### src/rtl/core/hgpg_pkg.sv
// Package for the hexagonal grid point generator: register indexes, widths,
// controller states and the command and status bundles between control and datapath.
// No dependencies.
package hgpg_pkg;

  localparam int SPACING_BITS = 31;
  localparam int SQ_BITS = 64;
  localparam int REG_IDX_BITS = 3;

  typedef logic [REG_IDX_BITS-1:0] reg_idx_t;

  localparam reg_idx_t REG_X_LOW   = 3'd0;
  localparam reg_idx_t REG_Y_LOW   = 3'd1;
  localparam reg_idx_t REG_X_HIGH  = 3'd2;
  localparam reg_idx_t REG_Y_HIGH  = 3'd3;
  localparam reg_idx_t REG_SPACING = 3'd4;

  localparam logic [SQ_BITS-1:0] SQ_BIT_INIT = 64'h4000_0000_0000_0000;

  typedef enum logic [3:0] {
    ST_IDLE,
    ST_SQUARE,
    ST_TRIPLE,
    ST_ROOT,
    ST_RSTEP,
    ST_MOD_Y,
    ST_MOD_X0,
    ST_MOD_XS,
    ST_FINISH,
    ST_CAPTURE,
    ST_ADV_X,
    ST_ADV_ROW,
    ST_EMIT
  } state_t;

  typedef enum logic [1:0] {
    REM_Y,
    REM_X0,
    REM_XS
  } rem_sel_t;

  typedef struct packed {
    logic     capture;
    logic     square;
    logic     triple;
    logic     root_step;
    logic     set_step;
    logic     rem_start;
    rem_sel_t start_sel;
    logic     rem_store;
    rem_sel_t store_sel;
    logic     finish;
    logic     wrap;
    logic     adv_x;
    logic     adv_row;
    logic     load_out;
    logic     out_last;
    logic     out_bad;
  } dp_cmd_t;

  typedef struct packed {
    logic bad;
    logic x_fits;
    logic y_fits;
    logic start_fits;
    logic root_last;
    logic rem_done;
  } dp_stat_t;

endpackage

### src/rtl/core/hgpg_regs.sv
// Configuration register file of the hexagonal grid point generator, APB-style port.
// Depends on hgpg_pkg.
module hgpg_regs
  import hgpg_pkg::*;
#(
  parameter int COORD_BITS = 32,
  parameter int FRAC_BITS  = 16,
  localparam int DATA_W = (COORD_BITS > 32) ? 64 : 32,
  localparam int ADDR_W = (COORD_BITS > 32) ? 6 : 5
) (
  input  logic                    clk,
  input  logic                    rst_n,
  input  logic                    psel,
  input  logic                    penable,
  input  logic                    pwrite,
  input  logic [ADDR_W-1:0]       paddr,
  input  logic [DATA_W-1:0]       pwdata,
  output logic [DATA_W-1:0]       prdata,
  output logic                    pready,
  output logic [COORD_BITS-1:0]   x_low,
  output logic [COORD_BITS-1:0]   y_low,
  output logic [COORD_BITS-1:0]   x_high,
  output logic [COORD_BITS-1:0]   y_high,
  output logic [SPACING_BITS-1:0] spacing
);

  localparam logic [SPACING_BITS-1:0] SP_RESET = SPACING_BITS'(64'd1 << FRAC_BITS);

  logic [COORD_BITS-1:0]   xl_r, yl_r, xh_r, yh_r;
  logic [SPACING_BITS-1:0] sp_r;
  reg_idx_t                idx;
  logic                    wr;

  assign idx   = paddr[ADDR_W-1 -: REG_IDX_BITS];
  assign wr    = psel & penable & pwrite;
  assign pready = 1'b1;

  always_ff @(posedge clk) begin
    if (!rst_n) begin
      xl_r <= '0;
      yl_r <= '0;
      xh_r <= '0;
      yh_r <= '0;
      sp_r <= SP_RESET;
    end else if (wr) begin
      case (idx)
        REG_X_LOW:   xl_r <= pwdata[COORD_BITS-1:0];
        REG_Y_LOW:   yl_r <= pwdata[COORD_BITS-1:0];
        REG_X_HIGH:  xh_r <= pwdata[COORD_BITS-1:0];
        REG_Y_HIGH:  yh_r <= pwdata[COORD_BITS-1:0];
        REG_SPACING: sp_r <= pwdata[SPACING_BITS-1:0];
        default: ;
      endcase
    end
  end

  always_comb begin
    case (idx)
      REG_X_LOW:   prdata = DATA_W'(xl_r);
      REG_Y_LOW:   prdata = DATA_W'(yl_r);
      REG_X_HIGH:  prdata = DATA_W'(xh_r);
      REG_Y_HIGH:  prdata = DATA_W'(yh_r);
      REG_SPACING: prdata = DATA_W'(sp_r);
      default:     prdata = '0;
    endcase
  end

  assign x_low   = xl_r;
  assign y_low   = yl_r;
  assign x_high  = xh_r;
  assign y_high  = yh_r;
  assign spacing = sp_r;

endmodule

### src/rtl/core/hgpg_rem.sv
// Bit-serial restoring remainder unit, one dividend bit per cycle.
// Depends on nothing beyond its parameters.
module hgpg_rem #(
  parameter int DVD_BITS = 32,
  parameter int DVS_BITS = 31
) (
  input  logic                clk,
  input  logic                rst_n,
  input  logic                start,
  input  logic [DVD_BITS-1:0] dividend,
  input  logic [DVS_BITS-1:0] divisor,
  output logic                done,
  output logic [DVS_BITS-1:0] rem
);

  localparam int CNT_W = $clog2(DVD_BITS + 1);

  logic                run_r, done_r;
  logic [CNT_W-1:0]    cnt_r;
  logic [DVD_BITS-1:0] dvd_r;
  logic [DVS_BITS-1:0] dvs_r, rem_r;
  logic [DVS_BITS:0]   trial, diff;
  logic                ge;

  assign trial = {rem_r, dvd_r[DVD_BITS-1]};
  assign ge    = trial >= {1'b0, dvs_r};
  assign diff  = trial - {1'b0, dvs_r};

  always_ff @(posedge clk) begin
    if (!rst_n) begin
      run_r  <= 1'b0;
      done_r <= 1'b0;
    end else begin
      done_r <= !start && run_r && (cnt_r == CNT_W'(1));
      if (start) begin
        run_r <= 1'b1;
      end else if (run_r && cnt_r == CNT_W'(1)) begin
        run_r <= 1'b0;
      end
    end
  end

  always_ff @(posedge clk) begin
    if (start) begin
      dvd_r <= dividend;
      dvs_r <= divisor;
      rem_r <= '0;
      cnt_r <= CNT_W'(DVD_BITS);
    end else if (run_r) begin
      rem_r <= ge ? diff[DVS_BITS-1:0] : trial[DVS_BITS-1:0];
      dvd_r <= {dvd_r[DVD_BITS-2:0], 1'b0};
      cnt_r <= cnt_r - CNT_W'(1);
    end
  end

  assign done = done_r;
  assign rem  = rem_r;

endmodule

### src/rtl/core/hgpg_dp.sv
// Datapath of the hexagonal grid point generator: cursor, row step root, offsets and result.
// Depends on hgpg_pkg and hgpg_rem.
module hgpg_dp
  import hgpg_pkg::*;
#(
  parameter int COORD_BITS = 32
) (
  input  logic                          clk,
  input  logic                          rst_n,
  input  logic signed [COORD_BITS-1:0]  x_low,
  input  logic signed [COORD_BITS-1:0]  y_low,
  input  logic signed [COORD_BITS-1:0]  x_high,
  input  logic signed [COORD_BITS-1:0]  y_high,
  input  logic [SPACING_BITS-1:0]       spacing,
  input  dp_cmd_t                       cmd,
  output dp_stat_t                      stat,
  output logic signed [COORD_BITS-1:0]  out_point_x,
  output logic signed [COORD_BITS-1:0]  out_point_y,
  output logic                          out_last_point,
  output logic                          out_bad_setup
);

  localparam int W = ((COORD_BITS > SPACING_BITS) ? COORD_BITS : SPACING_BITS) + 2;
  localparam int OFF_BITS = SPACING_BITS - 1;

  logic signed [W-1:0] x0w, y0w, x1w, y1w, spw, hw, rsw, cxw, cyw;
  logic signed [W-1:0] nx, ny, start_x, xs, dy, dx0, dxs, offxw, offyw, sum_x, sum_y;

  logic signed [COORD_BITS-1:0] curx_r, cury_r, resx_r, resy_r, outx_r, outy_r;
  logic                         shifted_r, outlast_r, outbad_r;
  logic [SPACING_BITS-1:0]      rs_r, ry_r, rx0_r, rxs_r, rs_calc;
  logic [OFF_BITS-1:0]          offx_r, offy_r;
  logic [SQ_BITS-1:0]           v_r, root_r, sqb_r, trial, root_inc;
  logic [2*SPACING_BITS-1:0]    sq;

  logic [COORD_BITS-1:0]   rem_dvd;
  logic [SPACING_BITS-1:0] rem_dvs, rem_val;
  logic                    rem_done, xs_ok, rows_ok, use_r2;

  assign x0w = {{(W-COORD_BITS){x_low[COORD_BITS-1]}}, x_low};
  assign y0w = {{(W-COORD_BITS){y_low[COORD_BITS-1]}}, y_low};
  assign x1w = {{(W-COORD_BITS){x_high[COORD_BITS-1]}}, x_high};
  assign y1w = {{(W-COORD_BITS){y_high[COORD_BITS-1]}}, y_high};
  assign cxw = {{(W-COORD_BITS){curx_r[COORD_BITS-1]}}, curx_r};
  assign cyw = {{(W-COORD_BITS){cury_r[COORD_BITS-1]}}, cury_r};
  assign spw = {{(W-SPACING_BITS){1'b0}}, spacing};
  assign hw  = {{(W-OFF_BITS){1'b0}}, spacing[SPACING_BITS-1:1]};
  assign rsw = {{(W-SPACING_BITS){1'b0}}, rs_r};

  assign nx      = cxw + spw;
  assign ny      = cyw + rsw;
  assign start_x = shifted_r ? x0w : x0w + hw;
  assign xs      = x0w + hw;
  assign dy      = y1w - y0w;
  assign dx0     = x1w - x0w;
  assign dxs     = x1w - xs;

  assign stat.bad        = (x0w > x1w) || (y0w > y1w) || (spacing == '0);
  assign stat.x_fits     = nx <= x1w;
  assign stat.y_fits     = ny <= y1w;
  assign stat.start_fits = start_x <= x1w;
  assign stat.root_last  = sqb_r[0];
  assign stat.rem_done   = rem_done;

  assign sq       = spacing * spacing;
  assign trial    = root_r + sqb_r;
  assign root_inc = root_r + SQ_BITS'(1);
  assign rs_calc  = root_inc[SPACING_BITS:1];

  always_comb begin
    case (cmd.start_sel)
      REM_Y: begin
        rem_dvd = dy[COORD_BITS-1:0];
        rem_dvs = rs_calc;
      end
      REM_X0: begin
        rem_dvd = dx0[COORD_BITS-1:0];
        rem_dvs = spacing;
      end
      REM_XS: begin
        rem_dvd = dxs[COORD_BITS-1:0];
        rem_dvs = spacing;
      end
      default: begin
        rem_dvd = dx0[COORD_BITS-1:0];
        rem_dvs = spacing;
      end
    endcase
  end

  hgpg_rem #(
    .DVD_BITS(COORD_BITS),
    .DVS_BITS(SPACING_BITS)
  ) u_rem (
    .clk      (clk),
    .rst_n    (rst_n),
    .start    (cmd.rem_start),
    .dividend (rem_dvd),
    .divisor  (rem_dvs),
    .done     (rem_done),
    .rem      (rem_val)
  );

  assign xs_ok   = xs <= x1w;
  assign rows_ok = dy >= rsw;
  assign use_r2  = xs_ok && rows_ok && (rxs_r < rx0_r);

  assign offxw = {{(W-OFF_BITS){1'b0}}, offx_r};
  assign offyw = {{(W-OFF_BITS){1'b0}}, offy_r};
  assign sum_x = cxw + offxw;
  assign sum_y = cyw + offyw;

  always_ff @(posedge clk) begin
    if (cmd.square) begin
      v_r <= {{(SQ_BITS-2*SPACING_BITS){1'b0}}, sq};
    end else if (cmd.triple) begin
      v_r    <= v_r + {v_r[SQ_BITS-2:0], 1'b0};
      root_r <= '0;
      sqb_r  <= SQ_BIT_INIT;
    end else if (cmd.root_step) begin
      if (v_r >= trial) begin
        v_r    <= v_r - trial;
        root_r <= (root_r >> 1) + sqb_r;
      end else begin
        root_r <= root_r >> 1;
      end
      sqb_r <= sqb_r >> 2;
    end
    if (cmd.set_step) begin
      rs_r <= rs_calc;
    end
    if (cmd.rem_store) begin
      case (cmd.store_sel)
        REM_Y:   ry_r  <= rem_val;
        REM_X0:  rx0_r <= rem_val;
        REM_XS:  rxs_r <= rem_val;
        default: ;
      endcase
    end
    if (cmd.finish) begin
      offx_r <= use_r2 ? rxs_r[SPACING_BITS-1:1] : rx0_r[SPACING_BITS-1:1];
      offy_r <= ry_r[SPACING_BITS-1:1];
    end
    if (cmd.capture) begin
      resx_r <= sum_x[COORD_BITS-1:0];
      resy_r <= sum_y[COORD_BITS-1:0];
    end
    if (cmd.wrap) begin
      curx_r    <= x_low;
      cury_r    <= y_low;
      shifted_r <= 1'b0;
    end else if (cmd.adv_x) begin
      if (stat.x_fits) begin
        curx_r <= nx[COORD_BITS-1:0];
      end
    end else if (cmd.adv_row) begin
      if (stat.y_fits) begin
        cury_r    <= ny[COORD_BITS-1:0];
        shifted_r <= ~shifted_r;
        if (stat.start_fits) begin
          curx_r <= start_x[COORD_BITS-1:0];
        end
      end
    end
    if (cmd.load_out) begin
      outx_r    <= cmd.out_bad ? '0 : resx_r;
      outy_r    <= cmd.out_bad ? '0 : resy_r;
      outlast_r <= cmd.out_last;
      outbad_r  <= cmd.out_bad;
    end
  end

  assign out_point_x    = outx_r;
  assign out_point_y    = outy_r;
  assign out_last_point = outlast_r;
  assign out_bad_setup  = outbad_r;

endmodule

### src/rtl/core/hgpg_ctrl.sv
// Controller of the hexagonal grid point generator: sequences restart, walk and handshakes.
// Depends on hgpg_pkg.
module hgpg_ctrl
  import hgpg_pkg::*;
(
  input  logic     clk,
  input  logic     rst_n,
  input  logic     in_valid,
  output logic     in_ready,
  input  logic     in_restart,
  output logic     out_valid,
  input  logic     out_ready,
  output dp_cmd_t  cmd,
  input  dp_stat_t stat
);

  state_t state_r, state_nxt;
  logic   extents_r, extents_nxt;
  logic   last_r, last_nxt;
  logic   bad_r, bad_nxt;
  logic   pass_r, pass_nxt;
  logic   out_valid_r, out_valid_nxt;

  always_ff @(posedge clk) begin
    if (!rst_n) begin
      state_r     <= ST_IDLE;
      extents_r   <= 1'b0;
      last_r      <= 1'b0;
      bad_r       <= 1'b0;
      pass_r      <= 1'b0;
      out_valid_r <= 1'b0;
    end else begin
      state_r     <= state_nxt;
      extents_r   <= extents_nxt;
      last_r      <= last_nxt;
      bad_r       <= bad_nxt;
      pass_r      <= pass_nxt;
      out_valid_r <= out_valid_nxt;
    end
  end

  always_comb begin
    state_nxt     = state_r;
    extents_nxt   = extents_r;
    last_nxt      = last_r;
    bad_nxt       = bad_r;
    pass_nxt      = pass_r;
    out_valid_nxt = out_valid_r & ~out_ready;
    cmd           = '0;
    in_ready      = 1'b0;
    case (state_r)
      ST_IDLE: begin
        in_ready = 1'b1;
        if (in_valid) begin
          last_nxt = 1'b0;
          if (stat.bad) begin
            if (in_restart) begin
              extents_nxt = 1'b0;
            end
            bad_nxt   = 1'b1;
            state_nxt = ST_EMIT;
          end else if (in_restart) begin
            state_nxt = ST_SQUARE;
          end else if (!extents_r) begin
            bad_nxt   = 1'b1;
            state_nxt = ST_EMIT;
          end else begin
            cmd.capture = 1'b1;
            bad_nxt     = 1'b0;
            state_nxt   = ST_ADV_X;
          end
        end
      end
      ST_SQUARE: begin
        cmd.square = 1'b1;
        state_nxt  = ST_TRIPLE;
      end
      ST_TRIPLE: begin
        cmd.triple = 1'b1;
        state_nxt  = ST_ROOT;
      end
      ST_ROOT: begin
        cmd.root_step = 1'b1;
        if (stat.root_last) begin
          state_nxt = ST_RSTEP;
        end
      end
      ST_RSTEP: begin
        cmd.set_step  = 1'b1;
        cmd.rem_start = 1'b1;
        cmd.start_sel = REM_Y;
        state_nxt     = ST_MOD_Y;
      end
      ST_MOD_Y: begin
        if (stat.rem_done) begin
          cmd.rem_store = 1'b1;
          cmd.store_sel = REM_Y;
          cmd.rem_start = 1'b1;
          cmd.start_sel = REM_X0;
          state_nxt     = ST_MOD_X0;
        end
      end
      ST_MOD_X0: begin
        if (stat.rem_done) begin
          cmd.rem_store = 1'b1;
          cmd.store_sel = REM_X0;
          cmd.rem_start = 1'b1;
          cmd.start_sel = REM_XS;
          state_nxt     = ST_MOD_XS;
        end
      end
      ST_MOD_XS: begin
        if (stat.rem_done) begin
          cmd.rem_store = 1'b1;
          cmd.store_sel = REM_XS;
          state_nxt     = ST_FINISH;
        end
      end
      ST_FINISH: begin
        cmd.finish  = 1'b1;
        cmd.wrap    = 1'b1;
        extents_nxt = 1'b1;
        state_nxt   = ST_CAPTURE;
      end
      ST_CAPTURE: begin
        cmd.capture = 1'b1;
        bad_nxt     = 1'b0;
        state_nxt   = ST_ADV_X;
      end
      ST_ADV_X: begin
        cmd.adv_x = 1'b1;
        if (stat.x_fits) begin
          last_nxt  = 1'b0;
          state_nxt = ST_EMIT;
        end else begin
          pass_nxt  = 1'b0;
          state_nxt = ST_ADV_ROW;
        end
      end
      ST_ADV_ROW: begin
        cmd.adv_row = 1'b1;
        if (!stat.y_fits) begin
          cmd.wrap  = 1'b1;
          last_nxt  = 1'b1;
          state_nxt = ST_EMIT;
        end else if (stat.start_fits) begin
          last_nxt  = 1'b0;
          state_nxt = ST_EMIT;
        end else if (pass_r) begin
          cmd.wrap  = 1'b1;
          last_nxt  = 1'b1;
          state_nxt = ST_EMIT;
        end else begin
          pass_nxt = 1'b1;
        end
      end
      ST_EMIT: begin
        if (!out_valid_r || out_ready) begin
          cmd.load_out  = 1'b1;
          cmd.out_last  = last_r;
          cmd.out_bad   = bad_r;
          out_valid_nxt = 1'b1;
          state_nxt     = ST_IDLE;
        end
      end
      default: begin
        state_nxt = ST_IDLE;
      end
    endcase
  end

  assign out_valid = out_valid_r;

endmodule

### src/rtl/core/hexagonal_grid_point_generator.sv
// Top level of the hexagonal grid point generator: register file, controller and datapath.
// Depends on hgpg_pkg, hgpg_regs, hgpg_ctrl and hgpg_dp.
//
//   Channel   Handshake          Payload
//   input     in_valid/in_ready  in_restart
//   result    out_valid/out_ready out_point_x, out_point_y, out_last_point, out_bad_setup
//   config    psel/penable/pready paddr, pwdata, pwrite, prdata
//
// A next-point result is set by the add and compare of the column step and up to two row
// steps, then loaded into the output register; the input is taken again only once the
// controller is back in idle, so one transaction is in flight at a time.
// A restart result follows a 32-step square root for the row step, then three bit-serial
// remainders in one shared remainder unit, then the first point.
// Reset is synchronous and needs no clearing pass; a restart is required before points.
// While a result waits on out_ready, one more transaction may be accepted; its result then
// waits in ST_EMIT and the input is refused until it can be loaded.
module hexagonal_grid_point_generator
  import hgpg_pkg::*;
#(
  parameter int COORD_BITS = 32,
  parameter int FRAC_BITS  = 16,
  localparam int DATA_W = (COORD_BITS > 32) ? 64 : 32,
  localparam int ADDR_W = (COORD_BITS > 32) ? 6 : 5
) (
  input  logic                         clk,
  input  logic                         rst_n,
  input  logic                         psel,
  input  logic                         penable,
  input  logic                         pwrite,
  input  logic [ADDR_W-1:0]            paddr,
  input  logic [DATA_W-1:0]            pwdata,
  output logic [DATA_W-1:0]            prdata,
  output logic                         pready,
  input  logic                         in_valid,
  output logic                         in_ready,
  input  logic                         in_restart,
  output logic                         out_valid,
  input  logic                         out_ready,
  output logic signed [COORD_BITS-1:0] out_point_x,
  output logic signed [COORD_BITS-1:0] out_point_y,
  output logic                         out_last_point,
  output logic                         out_bad_setup
);

  logic [COORD_BITS-1:0]   x_low, y_low, x_high, y_high;
  logic [SPACING_BITS-1:0] spacing;
  dp_cmd_t                 cmd;
  dp_stat_t                stat;

  hgpg_regs #(
    .COORD_BITS(COORD_BITS),
    .FRAC_BITS (FRAC_BITS)
  ) u_regs (
    .clk     (clk),
    .rst_n   (rst_n),
    .psel    (psel),
    .penable (penable),
    .pwrite  (pwrite),
    .paddr   (paddr),
    .pwdata  (pwdata),
    .prdata  (prdata),
    .pready  (pready),
    .x_low   (x_low),
    .y_low   (y_low),
    .x_high  (x_high),
    .y_high  (y_high),
    .spacing (spacing)
  );

  hgpg_ctrl u_ctrl (
    .clk        (clk),
    .rst_n      (rst_n),
    .in_valid   (in_valid),
    .in_ready   (in_ready),
    .in_restart (in_restart),
    .out_valid  (out_valid),
    .out_ready  (out_ready),
    .cmd        (cmd),
    .stat       (stat)
  );

  hgpg_dp #(
    .COORD_BITS(COORD_BITS)
  ) u_dp (
    .clk            (clk),
    .rst_n          (rst_n),
    .x_low          (x_low),
    .y_low          (y_low),
    .x_high         (x_high),
    .y_high         (y_high),
    .spacing        (spacing),
    .cmd            (cmd),
    .stat           (stat),
    .out_point_x    (out_point_x),
    .out_point_y    (out_point_y),
    .out_last_point (out_last_point),
    .out_bad_setup  (out_bad_setup)
  );

`ifndef ASSERT_OFF
  a_bad_zero : assert property (@(posedge clk) disable iff (!rst_n)
    out_valid && out_bad_setup |-> out_point_x == '0 && out_point_y == '0 && !out_last_point)
    else $error("bad setup result carries a point");

  a_one_at_a_time : assert property (@(posedge clk) disable iff (!rst_n)
    in_valid && in_ready |=> !in_ready)
    else $error("input taken while a transaction is in flight");

  a_result_from_work : assert property (@(posedge clk) disable iff (!rst_n)
    $rose(out_valid) |-> $past(!in_ready))
    else $error("result appeared without a transaction in progress");
`endif

endmodule

### config.mk
export PLATFORM = sky130hd
export DESIGN_NAME = hexagonal_grid_point_generator
export DESIGN_NICKNAME = d
export VERILOG_FILES = /design/src/rtl/core/hgpg_pkg.sv /design/src/rtl/core/hgpg_regs.sv /design/src/rtl/core/hgpg_rem.sv /design/src/rtl/core/hgpg_dp.sv /design/src/rtl/core/hgpg_ctrl.sv /design/src/rtl/core/hexagonal_grid_point_generator.sv
export SDC_FILE = /design/constraint.sdc
export NUM_CORES = 2
export LEC_CHECK = 0
export BUFFER_PORTS_ARGS = -buffer_cell sky130_fd_sc_hd__buf_4
export CAP_MARGIN = 20
export CORE_MARGIN = 2
export CORE_UTILIZATION = 45
export CTS_CLUSTER_SIZE = 16
export DETAILED_ROUTE_END_ITERATION = 8
export PLACE_DENSITY = 0.59
export SYNTH_ARGS = -nofsm -noshare
export SYNTH_HDL_FRONTEND = slang
export SYNTH_SLANG_ARGS = --single-unit
### constraint.sdc
create_clock -name clk -period 11 [get_ports clk]
set_input_delay 1.65 -clock clk [delete_from_list [all_inputs] [get_ports clk]]
set_output_delay 1.65 -clock clk [all_outputs]
set_load 0.005 [all_outputs]
---- After elaboration in Yosys (flattened, before gate mapping) ----
Index checks and enable logic that the tools add are counted.
Widths: inputs -> output; s select.
storage, ports and cells
  bits in registers ....................... 809
  output and inout port bits .............. 101
cells by class
  multiplexer cells ....................... 86
  add/sub/neg operators ................... 15
  equality and inequality tests ........... 36
  reduce and logical (&&, ||, !) cells .... 50
  magnitude comparators ................... 10
  bitwise operators ....................... 7
  $mul .................................... 1
operators with widths
  operator          count
  $mux 32           12
  $mux 64           5
  $pmux 32 s5       1
  $le 33x32->1      3
  $add 32x32->33    2
  $add 32x31->32    2
  $add 63x63->64    1
  $add 64x63->64    1
  $add 64x64->64    1
  $ge 64x64->1      1
  $gt 32x32->1      2
  $pmux 32 s2       1
  $sub 32x32->32    2
  $sub 64x64->64    1
  $mux 63           1
  $mul 31x31->62    1
  $mux 31           2
  $mux 62           1
  $pmux 4 s13       1
  $mux 4            11
  $ge 34x32->1      1
  $le 34x32->1      1
  $mux 1            34
  $mux 34           1
  other kinds (43)  116

---- Depth between registers and ports, before layout ----
  word-level depth ........................ 8
  mapped depth ............................ 33
  gate-level depth less buffers ........... 31

---- Cells and area by module ----
From an unflattened synthesis, not the netlist that was laid out.
unflattened totals
  cell total of the unflattened synthesis .. 9952
  area total of the unflattened synthesis .. 91930.7 sq um
modules (own cells, without submodules)
  module     cells an instance  times used  area each (sq um)
  hgpg_dp    8611               1           78456.5
  hgpg_regs  714                1           7076.8
  hgpg_rem   519                1           5627.9
  hgpg_ctrl  108                1           769.5

---- Least setup slack after synthesis ----
OpenSTA, ideal clock, no wires.
  path kind ............................... input-to-reg
  start ................................... input port out_ready
  end ..................................... register u_dp.outx_r[10], in the netlist u_dp.out_point_x[10], data pin
  data required time ...................... 10745 ps
  stages .................................. 6
  arrival time ............................ 9053 ps
  path slack .............................. 1692 ps
  library setup time ...................... 255 ps
  cell sequence ........................... nor2b_1 nor4_1 nand2_1 clkbuf_1 clkbuf_1 and2_1
between the ends
  word-level cells in the longest chain between the ends .. 3
RTL lines
  element               line                                  text
  from (decl)           hexagonal_grid_point_generator.sv:38  input logic out_ready,
  $logic_or 1x1->1      hgpg_ctrl.sv:158                      if (!out_valid_r || out_ready) begin
  $mux 3                hgpg_ctrl.sv:158
  $mux 3                hgpg_ctrl.sv:51                       case (state_r)
  to (signal assigned)  hgpg_dp.sv:166                        outx_r <= cmd.out_bad ? '0 : resx_r;
  to (decl)             hgpg_dp.sv:29                         logic signed [COORD_BITS-1:0] curx_r, cury_r, resx_r, resy_r, outx_r, outy_r;
Every way passes these cells.
A chain may end at the register's enable or synchronous reset.

---- Worst setup path in the final report ----
  start ................................... register u_regs.sp_r[6], in the netlist u_regs.spacing[6]
  end ..................................... register u_dp.v_r[60], data pin
between the ends
  word-level cells in the longest chain between the ends .. 2
RTL lines
  element                 line             text
  from (decl)             hgpg_regs.sv:30  logic [SPACING_BITS-1:0] sp_r;
  from (signal assigned)  hgpg_regs.sv:51  REG_SPACING: sp_r <= pwdata[SPACING_BITS-1:0];
  $mul 31x31->62          hgpg_dp.sv:65    assign sq = spacing * spacing;
  $mux 62                 hgpg_dp.sv:114   if (cmd.square) begin
  to (signal assigned)    hgpg_dp.sv:115   v_r <= {{(SQ_BITS-2*SPACING_BITS){1'b0}}, sq};
  to (signal assigned)    hgpg_dp.sv:117   v_r <= v_r + {v_r[SQ_BITS-2:0], 1'b0};
  to (signal assigned)    hgpg_dp.sv:122   v_r <= v_r - trial;
  to (decl)               hgpg_dp.sv:33    logic [SQ_BITS-1:0] v_r, root_r, sqb_r, trial, root_inc;
Every way passes these cells.

==> impl_results.md <==
- First-pass GRT wire length: 446 mm
- Fin crit period: 9.73 ns
- Post-CTS resize count: 0
- Internal: 0.0116 W
- Initial DRC Count: 5423
- Total CTS buffers: 96
- Yosys top cell area share: 19.9%
- Worst skew pair latency: 0.79 ns
- Fin. max-slew vios: 0
- GRT Util Overall: 28.6%
- HP Class: register to register
- DR vias: 73067
- Synth unique cells: 100
- Mapped Avg Cell Area: 8.97 um^2
- Min-delay src: u_dp.ry_r[7]$_DFFE_PP_
- Worst R2R End: u_dp.v_r[60]$_DFFE_PP_
- Total Power: 0.0214 W
- Critical path capture point type: register
- Vias in the first global route: 73181
- Clock power frac: 16.3%
- Hold buffers post-CTS: 0
- Layout cells sized above 1: 5.33%
- Combinational Power Share: 58.1%
- Total Die Area: 204000 um^2
- Number of antenna violations at the first check in global routing: 9
- Largest net degree at the start of global routing: 103
- R2r startpoint: u_regs.spacing[6]$_SDFFE_PN0P_
- Dpl hpwl: 234 mm
- Crit path max-delay family: adder cells
- Post-synth top flop: edfxtp_1
- Flop2flop setup slack: 1.27 ns
- Post-synth EDFFs: 598
- Post-Route Utilization: 48.9%
- GP Congestion: 1.01
- Most common cell after layout, fill and taps aside: inv_1
- Critical path launch point type: register
- Rows: 164
- CP Data Required Time: 11.42 ns
- Violated checks: design-rule violations
- Worst Hold Endpoint: u_dp.offy_r[6]$_DFFE_PP_
- Post-synthesis cell area: 90400 um^2
- CP Class: register to register
- Worst Skew: 0.0984 ns
- Yosys top cell by area: edfxtp_1
- Synth warn: 0
- DR pass1 iterations: 9
- Final Hold Viols: 0
- Die height: 452 um
- Slowest stage delay, CP: 0.77 ns
- Most frequent cells in the layout: 1425 x inv_1, 1100 x nand2_1, 936 x ha_1
- Sequential Power Share: 25.6%
- Ys async rst share: 0%
- Hold Crit Depth: 0
- Area growth from synthesis to layout: 8.14%
- Finish-stage setup viols: 0
- Fin crit share: 88.4%
- Drt via density: 5.72
- Status: finished, violations left
- Number of port buffers: 142
- Final ANT Viol Nets: 0
- Setup_tns: 0 ns
- Top cell by count, worst path: fa_1
- Rel. slew slack: 23.7%
- Synth area leaders: edfxtp_1 20%, fa_1 17%, ha_1 13%, inv_1 5.9%, dfxtp_1 4.7%
- P_sw: 0.00981 W
- Final #Nets: 11781
- Final WS setup: 1.27 ns
- Grt ovf: 0
- Crit path buffers/inverters: 5
- DIE WIDTH: 452 um
- CTS clk-pin slew, worst paths: 0.07 ns
- Mapped Cells: 10071
- P_leak: 44.6 nW
- Postcts setup bufs: 0
- Critical path fanouts, max: 12
- Slowest cell on crit path: dfxtp_1
- IO Count: 146
- Clock H-tree levels: 3
- Routed WL: 294 mm
- RSZ-0062 raised after global routing: false
- Critical Path AT: 10.15 ns
- Pre-CTS setup slack: 1.48 ns
- Clk root buf: clkbuf_16
- Core ar.: 200000 um^2
- CTS tree: done
- Pwr dens: 219 nW/um^2
- Sw frac: 45.9%
- Register area share after synthesis: 24.5%
- DRC: 1
- Synth Register Bits: 808
- Crit. Startpoint: u_regs.spacing[6]$_SDFFE_PN0P_
- Peak Freq: 103 MHz
- Clock Sink Count: 808
- Max-Cap Viols: 0
- Fillers: 18956
- Syn_nets: 11823
- Peak VDD IR: 0.206 mV
- R2r worst-path depth: 27
- Routed wire per std cell: 23.0 um
- Clock buffer depth: 3
- Initial core utilization: 45.3%
- Worst Max-Slew Pin Slew: 1.14 ns
==> power by group through the flow <==
stage | clock [W] | sequential (W) | combinational [W]
2_1_floorplan | 0 | 0.00492 | 0.00947
3_3_place_gp | 0 | 0.00552 | 0.0120
3_5_place_dp | 0 | 0.00553 | 0.0122
4_1_cts | 0.00356 | 0.00547 | 0.0123
5_1_grt | 0.00367 | 0.00551 | 0.0138
6_report | 0.00349 | 0.00547 | 0.0124
==> cell type report <==
| class | instances | area (um^2) | area share [%] |
|---|---|---|---|
| inverters | 1434 | 5380 | 5.51 |
| diodes | 2 | 5.00 | 0.00512 |
| multi-input cells | 7446 | 61500 | 62.9 |
| well taps | 2656 | 3320 | 3.40 |
| clock buffers | 115 | 2520 | 2.58 |
| clock inverters | 65 | 907 | 0.928 |
| repair buffers | 243 | 1910 | 1.96 |
| flip-flops and latches | 808 | 22200 | 22.7 |
==> synthesized netlist by cell type, types with 23 or more instances <==
cell / instances
o22ai_1: 24
a31o_2: 30
mux2_1: 30
a21o_1: 305
nand3_1: 118
a41oi_1: 23
fa_1: 771
a2111oi_0: 23
dfxtp_1: 210
o21ai_0: 403
nor2b_1: 108
inv_1: 1429
o31ai_1: 28
ha_1: 936
a21oi_1: 543
a221oi_1: 28
or3_1: 50
nand2_1: 1104
a211oi_1: 124
xnor2_1: 324
nor2_1: 599
o21ai_1: 56
edfxtp_1: 598
a22oi_1: 25
a31oi_1: 115
nor4_1: 32
clkbuf_1: 345
a21boi_0: 183
and3_1: 56
xor2_1: 239
and2_1: 310
o211ai_1: 42
mux2i_1: 60
o21bai_1: 77
a221o_1: 40
nand4_1: 110
nor3_1: 110
o21a_1: 73
nand2b_1: 75
==> cells by family (layout without fill, tap and decap cells) <==
group | Yosys count | in the layout | share of synthesized area (%)
buffers and inverters | 1817 | 1857 | 7.57
multiplexers | 107 | 107 | 1.28
AND/OR/NAND/NOR | 2737 | 2737 | 14.0
AO/OA/AOI/OAI | 2331 | 2331 | 17.1
XOR/XNOR | 563 | 563 | 5.46
other | 1 | 3 | 0.00415
adder cells (fa/ha/maj) | 1707 | 1707 | 30.0
flip-flops | 808 | 808 | 24.5
==> state kept, by name (all words and copies together), names as in the netlist, 32 cells and up <==
name / cells
u_regs.x_high: 32
u_regs.y_low: 32
u_dp.resx_r: 32
u_regs.y_high: 32
u_dp.u_rem.dvd_r: 32
u_dp.root_r: 64
u_regs.x_low: 32
u_dp.sqb_r: 32
u_dp.curx_r: 32
u_dp.out_point_y: 32
u_dp.v_r: 64
u_dp.cury_r: 32
u_dp.out_point_x: 32
u_dp.resy_r: 32
==> worst max path at each step <==
stage                                               endpoint  depth (start not counted)  slack, ns
after CTS                             u_dp.v_r[60]$_DFFE_PP_                         27       1.34
after global placement                u_dp.v_r[60]$_DFFE_PP_                         28       1.50
after global routing                  u_dp.v_r[60]$_DFFE_PP_                         27       0.88
after detailed placement              u_dp.v_r[60]$_DFFE_PP_                         27       1.48
after floorplan           u_dp.out_point_x[10]$_SDFFCE_PP0P_                          6       1.69
final                                 u_dp.v_r[60]$_DFFE_PP_                         27       1.27
==> metrics by stage <==
step           hold WS [ns]  cell area (um^2)  std cells
3_3_place_gp          0.404             94200      12583
3_5_place_dp          0.405             94200      12583
6_report              0.388             97700      12769
2_1_floorplan         0.400             90400      10071
4_1_cts               0.382             97600      12763
5_1_grt               0.403             97700      12767
==> worst reg2reg max path: stages (launching register included) <==
cell	delay, ns
dfxtp_1	0.77
inv_2	0.43
nor2_1	0.33
fa_1	0.51
fa_1	0.54
fa_1	0.53
inv_1	0.06
fa_1	0.55
inv_1	0.06
fa_1	0.52
fa_1	0.46
fa_1	0.57
inv_1	0.06
fa_1	0.53
inv_1	0.05
ha_1	0.37
nand2_1	0.14
nor2_1	0.12
nand4_1	0.17
a2111oi_2	0.65
o2111ai_1	0.34
nand3_1	0.25
a21oi_1	0.15
o31ai_2	0.52
a311oi_1	0.18
xnor2_1	0.21
o22ai_1	0.22
a21oi_1	0.06
==> metal layers <==
metal / routed length [um] / vias to the layer above / track usage [%]
li1: - / 34276 / -
met1: 119000 / 36006 / 35.1
met2: 141000 / 2193 / 48.8
met3: 15600 / 590 / 3.80
met4: 18400 / 2 / 15.1
met5: 19 / - / 0
No activity file was read; power rests on OpenSTA's default activity.
